### src/hdl/seek_table_planner_macros.svh
`ifndef SEEK_TABLE_PLANNER_MACROS_SVH
`define SEEK_TABLE_PLANNER_MACROS_SVH

// same-cycle implication, clocked on clk, off during reset
`define SKP_ASSERT_NOW(label, ante, cons, msg) \
	label: assert property (@(posedge clk) disable iff (!arst_n) (ante) |-> (cons)) \
		else $error(msg);

// next-cycle implication
`define SKP_ASSERT_NXT(label, ante, cons, msg) \
	label: assert property (@(posedge clk) disable iff (!arst_n) (ante) |=> (cons)) \
		else $error(msg);

`endif

### src/hdl/skp_pkg.sv
`default_nettype none

package skp_pkg;

	localparam int TABLE_DEPTH_DEF = 4096;
	localparam int POS_W           = 32;
	localparam int FRAME_W         = 31;
	localparam int CMD_W           = 2;
	localparam int STATUS_W        = 2;
	localparam int START_W         = 12;
	localparam int PRE_W           = 3;
	localparam int DIV_W           = 32;
	localparam int DIV_CNT_W       = $clog2(DIV_W);

	localparam int MIN_RESUME_IDX  = 5;
	localparam int PREROLL         = 4;

	localparam logic [CMD_W-1:0] CMD_APPEND = 2'd0;
	localparam logic [CMD_W-1:0] CMD_SEEK   = 2'd1;
	localparam logic [CMD_W-1:0] CMD_CLEAR  = 2'd2;

	localparam logic [STATUS_W-1:0] ST_OK    = 2'd0;
	localparam logic [STATUS_W-1:0] ST_FULL  = 2'd1;
	localparam logic [STATUS_W-1:0] ST_EMPTY = 2'd2;

	typedef struct packed {
		logic busy;
		logic done;
	} div_stat_t;

endpackage

`default_nettype wire

### src/hdl/skp_div.sv
`default_nettype none

module skp_div (
	input  wire logic                      clk,
	input  wire logic                      arst_n,
	input  wire logic                      start,
	input  wire logic [skp_pkg::DIV_W-1:0] dividend,
	input  wire logic [skp_pkg::DIV_W-1:0] divisor,
	output logic      [skp_pkg::DIV_W-1:0] quotient,
	output skp_pkg::div_stat_t             stat
);
	import skp_pkg::*;

	logic [DIV_W-1:0]     rem_q;
	logic [DIV_W-1:0]     quo_q;
	logic [DIV_CNT_W-1:0] cnt_q;
	logic                 busy_q;
	logic                 done_q;
	logic [DIV_W:0]       rem_sh;
	logic [DIV_W:0]       diff;

	// restoring divide, one quotient bit per cycle
	assign rem_sh = {rem_q, quo_q[DIV_W-1]};
	assign diff   = rem_sh - {1'b0, divisor};

	always_ff @(posedge clk) begin
		if (start) begin
			rem_q <= '0;
			quo_q <= dividend;
		end else if (busy_q) begin
			if (!diff[DIV_W]) begin
				rem_q <= diff[DIV_W-1:0];
				quo_q <= {quo_q[DIV_W-2:0], 1'b1};
			end else begin
				rem_q <= rem_sh[DIV_W-1:0];
				quo_q <= {quo_q[DIV_W-2:0], 1'b0};
			end
		end
	end

	always_ff @(posedge clk or negedge arst_n) begin
		if (!arst_n) begin
			cnt_q  <= '0;
			busy_q <= 1'b0;
			done_q <= 1'b0;
		end else begin
			done_q <= 1'b0;
			if (start) begin
				cnt_q  <= '0;
				busy_q <= 1'b1;
			end else if (busy_q) begin
				cnt_q <= cnt_q + 1'b1;
				if (cnt_q == DIV_CNT_W'(DIV_W - 1)) begin
					busy_q <= 1'b0;
					done_q <= 1'b1;
				end
			end
		end
	end

	assign quotient  = quo_q;
	assign stat.busy = busy_q;
	assign stat.done = done_q;

endmodule

`default_nettype wire

### config.mk
export PLATFORM = sky130hd
export DESIGN_NAME = skp_div
export DESIGN_NICKNAME = d
export VERILOG_FILES = /design/src/hdl/seek_table_planner_macros.svh /design/src/hdl/skp_pkg.sv /design/src/hdl/skp_div.sv
export SDC_FILE = /design/constraint.sdc
export NUM_CORES = 1
export LEC_CHECK = 0
export BUFFER_PORTS_ARGS = -buffer_cell sky130_fd_sc_hd__buf_2
export CORE_ASPECT_RATIO = 1.25
export CORE_MARGIN = 2
export CORE_UTILIZATION = 57
export CTS_BUF_LIST = sky130_fd_sc_hd__clkbuf_8 sky130_fd_sc_hd__clkbuf_16
export DETAILED_ROUTE_END_ITERATION = 8
export PLACE_DENSITY = 0.83
export SLEW_MARGIN = 30
export SYNTH_ARGS = -nofsm -noshare
export SYNTH_HDL_FRONTEND = slang
export SYNTH_SLANG_ARGS = --single-unit
### constraint.sdc
create_clock -name clk -period 3.45 [get_ports clk]
set_input_delay 0.1725 -clock clk [delete_from_list [all_inputs] [get_ports clk]]
set_output_delay 0.1725 -clock clk [all_outputs]
set_load 0.02 [all_outputs]
**Yosys cells after proc, flatten, opt, wreduce, memory -nomap -nowiden**

Index checks and enable logic that the tools add are counted.

- Add/sub/neg operators: 2
- $mul: 0
- Div/mod/pow operators: 0
- $lt $le $gt $ge: 0
- Eq/ne operators: 1
- Shifts and indexed selects: 0
- Multiplexer cells: 12
- Bitwise operators: 0
- Reduce and logical (&&, ||, !) cells: 1

Operator list:

| cell | count |
|---|---|
| 32-bit two-way mux | 3 |
| 33-bit by 32-bit subtractor with 33-bit output | 1 |
| 5-bit two-way mux | 2 |
| 1-bit two-way mux | 7 |
| 5-bit by 1-bit adder with 5-bit output, second input constant | 1 |
| 5-bit == test, second input constant | 1 |
| 2-bit nonzero test | 1 |

- Register bits after elaboration: 71
- Latch bits: 0
- RAM bits: 0
- Bits in read-only memories: 0
- Output and inout bits: 34
- Logic and storage cells: 21
- Memories kept: 0

**Logic depth before layout (Yosys ltp)**

- Depth in word-level cells: 4
- Gate-level depth with buffers: 12
- Depth with buffers taken out: 11

**Worst setup path after synthesis**

Ideal clock, no wire load.

- Path type: register to register
- Start point: reg quo_q[31] (netlist: quotient[31])
- End point: reg rem_q[27]
- Library setup time: 0.089 ns
- Arrival time: 2.799 ns
- Path slack: 0.562 ns
- Stages on the path, launching flop included: 13
- Clock period less this slack: 2.888 ns
- Cell sequence: edfxtp_1 -> inv_1 -> ha_1 -> fa_1 -> nand2b_1 -> a21o_1 -> a311o_1 -> a21oi_2 -> o31ai_4 -> xnor2_2 -> buf_6 -> nand2_1 -> a311oi_2

- Word-level cells in the longest chain between the ends: 2

Ends and longest elaborated chain:

| item | line | source |
|---|---|---|
| from (decl) | skp_div.sv:15 | `logic [DIV_W-1:0] quo_q;` |
| from (signal assigned) | skp_div.sv:29 | `quo_q <= dividend;` |
| from (signal assigned) | skp_div.sv:33 | `quo_q <= {quo_q[DIV_W-2:0], 1'b1};` |
| from (signal assigned) | skp_div.sv:36 | `quo_q <= {quo_q[DIV_W-2:0], 1'b0};` |
| 33-bit by 32-bit subtractor with 33-bit output | skp_div.sv:24 | `assign diff = rem_sh - {1'b0, divisor};` |
| 32-bit two-way mux | skp_div.sv:31 | `if (!diff[DIV_W]) begin` |
| to (signal assigned) | skp_div.sv:32 | `rem_q <= diff[DIV_W-1:0];` |
| to (signal assigned) | skp_div.sv:35 | `rem_q <= rem_sh[DIV_W-1:0];` |
| to (decl) | skp_div.sv:14 | `logic [DIV_W-1:0] rem_q;` |

No other way between the ends.
A chain may end at the register's enable or synchronous reset.

**Final worst setup path**

- Start point: reg quo_q[31] (netlist: quotient[31])
- End point: reg rem_q[26]

Same word-level chain as after synthesis.

==> summary.md <==
| Metric | Value |
|---|---|
| Via density | `5.88` |
| Routed WL | `12.4 mm` |
| Maximum buffer depth of the clock tree | `2` |
| H-tree depth | `3` |
| Most frequent cells in the layout | `100 x buf_2, 65 x nand2_1, 53 x nor2_1` |
| Reg2reg end | `rem_q[26]` |
| Total CTS buffers | `9` |
| Required time of the critical path | `3.65 ns` |
| Worst-path clk slew | `0.06 ns` |
| Final #Nets | `766` |
| FFs w/ async S/R, synth | `9.86%` |
| Syn_area_per_cell | `9.08 µm²` |
| Storage cell area | `0.00178 mm²` |
| CTS tree | `done` |
| Sequential fraction of the synthesis area | `34.0%` |
| Placed insts | `775` |
| Mapped cell area | `0.00522 mm²` |
| Final period utilization | `88.8%` |
| Starting Density | `57.8%` |
| Worst R2R Setup Slack | `0.39 ns` |
| IO Count | `101` |
| Syn_nets | `677` |
| Routed Antenna Nets | `0` |
| Antenna violations before repair | `0` |
| Worst Reg2Reg Path Length in Cells | `12` |
| Starting DRT DRC Count | `269` |
| Count of cell types in the netlist | `67` |
| Crit Path Category | `reg2reg` |
| Status | `completed` |
| Total grt overflow | `0` |
| Reg-to-Reg Start | `quotient[31]` |
| Rows | `39` |
| GRT Util Overall | `26.1%` |
| Largest net degree at the start of global routing | `44` |
| Slew Viols, Final | `0` |
| Vias | `4660` |
| Synth Flop Type | `edfxtp_1` |
| Drt pass-1 iters | `5` |
| Crit path DAT | `3.27 ns` |
| Setup tns final | `0 ns` |
| Flops & latches, synth | `71` |
| Max-Cap Viols | `0` |
| Layout area overhead | `16.6%` |
| Worst slew pin tran | `0.753 ns` |
| Vias in the first global route | `4570` |
| Hold_sp | `dividend[27]` |
| Placed Area | `0.00578 mm²` |
| Finished Layout Cells | `792` |
| Cells on Worst Hold Path | `2` |
| Clk Tree Root Cell | `clkbuf_16` |
| Leakage | `2.72 nW` |
| DP HPWL | `9.22 mm` |
| Die height | `111 µm` |
| Setup crit end kind | `register` |
| Ys Warns | `0` |
| Slew HR | `49.3%` |
| Max Freq | `326 MHz` |
| Largest stage delay, worst path | `0.42 ns` |
| Worst-path cell chain | `inv_1 > ha_1 > fa_1 > nand2b_1 > a21o_1 > a311o_1 > a21oi_2 > o31ai_4 > xnor2_2 > buf_4 > nor4b_1 > a2111oi_2` |
| EDFF count, synth | `32` |
| Max FO, Critical Path | `16` |
| Layout cells sized above 1 | `28.4%` |
| Unrepaired setup endpoints after global routing | `no` |
| FILL cells | `704` |
| Global-route wire length before repair | `20.7 mm` |
| Mapped Cells | `575` |
| Clock Latency Late Sink | `0.34 ns` |
| DR WL/cell | `15.7 µm` |
| Hold Vio Cnt, Final | `0` |
| CP Launch Type | `register` |
| Core ar. | `0.00903 mm²` |
| Die area | `0.00994 mm²` |
| Final instance area | `0.00609 mm²` |
| Hold path endpoint | `quotient[27]` |
| CTS resizes | `0` |
| Commonest non-fill, non-tap cell in the layout | `buf_2` |
| Fin Clk Skew | `0.00789 ns` |
| GPL Wtd Cong | `0.903` |
| Hold/Removal Path Class | `in2reg` |
| DRC errors left | `0` |
| CP max stage cell | `nor4b_1` |
| Min Tclk post-route | `3.06 ns` |
| Sink Count | `71` |
| Die width | `89.6 µm` |
| Total power | `2.27 mW` |
| Cell area power density | `372 mW/mm²` |
| Ant. Diodes | `0` |
| Multi-input gate area | `0.00312 mm²` |
| Final setup violation count | `0` |
| I/O Buffers | `100` |
| Max VDD drop | `0.346 mV` |
## worst max path at each step
| stage | from | to | slack [ns] | cells after the start |
|---|---|---|---|---|
| final | quotient[31] | rem_q[26] | 0.39 | 12 |
| after global placement | quotient[31] | rem_q[15] | 0.55 | 12 |
| after floorplan | quotient[31] | rem_q[27] | 0.56 | 12 |
| after detailed placement | quotient[31] | rem_q[26] | 0.42 | 12 |
| after CTS | quotient[31] | rem_q[26] | 0.39 | 12 |
| after global routing | quotient[31] | rem_q[26] | 0.18 | 12 |
## cell families after synthesis
family                     synth area share [%]
and+or+nand+nor                            17.1
AOI/OAI and AO/OA                          22.7
buffers and inverters                      6.23
DFF                                        34.0
muxes                                      7.46
adders and majority gates                  8.54
xor gates and xnor gates                   3.98
## report_power, final
part	leakage, nW	total [mW]	switching (mW)	internal (mW)
Sequential	0.689	0.964	0.0296	0.935
Combinational	1.89	0.361	0.206	0.155
Clock	0.143	0.941	0.380	0.561
## synth_stat cells, types with 7 or more instances
| master | number | share of area [%] |
|---|---|---|
| nand2_1 | 65 | 4.7 |
| a21oi_1 | 29 | 2.8 |
| nand2b_1 | 10 | 1.2 |
| a31oi_1 | 11 | 1.3 |
| o21ai_0 | 24 | 2.3 |
| edfxtp_1 | 32 | 18 |
| mux2_2 | 31 | 6.7 |
| ha_1 | 34 | 8.2 |
| xor2_1 | 11 | 1.8 |
| dfrtp_1 | 7 | 3.4 |
| dfxtp_1 | 32 | 12 |
| nand3_1 | 17 | 1.6 |
| xnor2_1 | 9 | 1.5 |
| nor2_1 | 53 | 3.8 |
| clkbuf_1 | 18 | 1.3 |
| a311oi_2 | 20 | 5.8 |
| inv_1 | 44 | 3.2 |
| a21o_1 | 14 | 2.0 |
## timing repair
item | CTS | global route
setup buffers | 0 | 0
endpoints found under the hold margin | 7 | 0
hold buffers | 1 | 0
## registers in the layout (all words and copies together), names as in the netlist
name	count
busy_q	1
cnt_q	5
done_q	1
quotient	32
rem_q	32
## area by class of cell
| cell class | count | share of cell area [%] |
|---|---|---|
| Tap cell | 123 | 2.53 |
| Clock inverter | 7 | 1.19 |
| Inverter | 45 | 2.78 |
| Clock buffer | 9 | 3.70 |
| Multi-Input combinational cell | 428 | 51.2 |
| Timing Repair Buffer | 109 | 9.37 |
| Sequential cell | 71 | 29.2 |
## critical path, delay by kind of cell, from the launching register on
| family | cells | cell delay [ns] |
|---|---|---|
| buffers and inverters | 2 | 0.26 |
| XOR/XNOR | 1 | 0.16 |
| AO/OA/AOI/OAI | 5 | 0.91 |
| adder cells (fa/ha/maj) | 2 | 0.61 |
| flip-flops | 1 | 0.38 |
| AND/OR/NAND/NOR | 2 | 0.62 |
## through the flow
stage | util [%] | hold WS (ns) | setup WS [ns]
3_5_place_dp | 64.0 | 0.0112 | 0.418
3_3_place_gp | 64.0 | 0.00721 | 0.552
5_1_grt | 67.4 | 0.130 | 0.178
4_1_cts | 67.4 | 0.125 | 0.391
6_report | 67.4 | 0.133 | 0.386
2_1_floorplan | - | -0.123 | 0.562
## routing by layer
| layer | vias up | global-route usage (%) | wire, µm |
|---|---|---|---|
| met5 | - | 0 | 0 |
| met4 | 0 | 10.6 | 352 |
| met3 | 30 | 6.48 | 775 |
| met2 | 159 | 44.1 | 6250 |
| met1 | 2187 | 31.0 | 5040 |
| li1 | 2284 | - | - |
No activity file was read; power rests on OpenSTA's default activity.
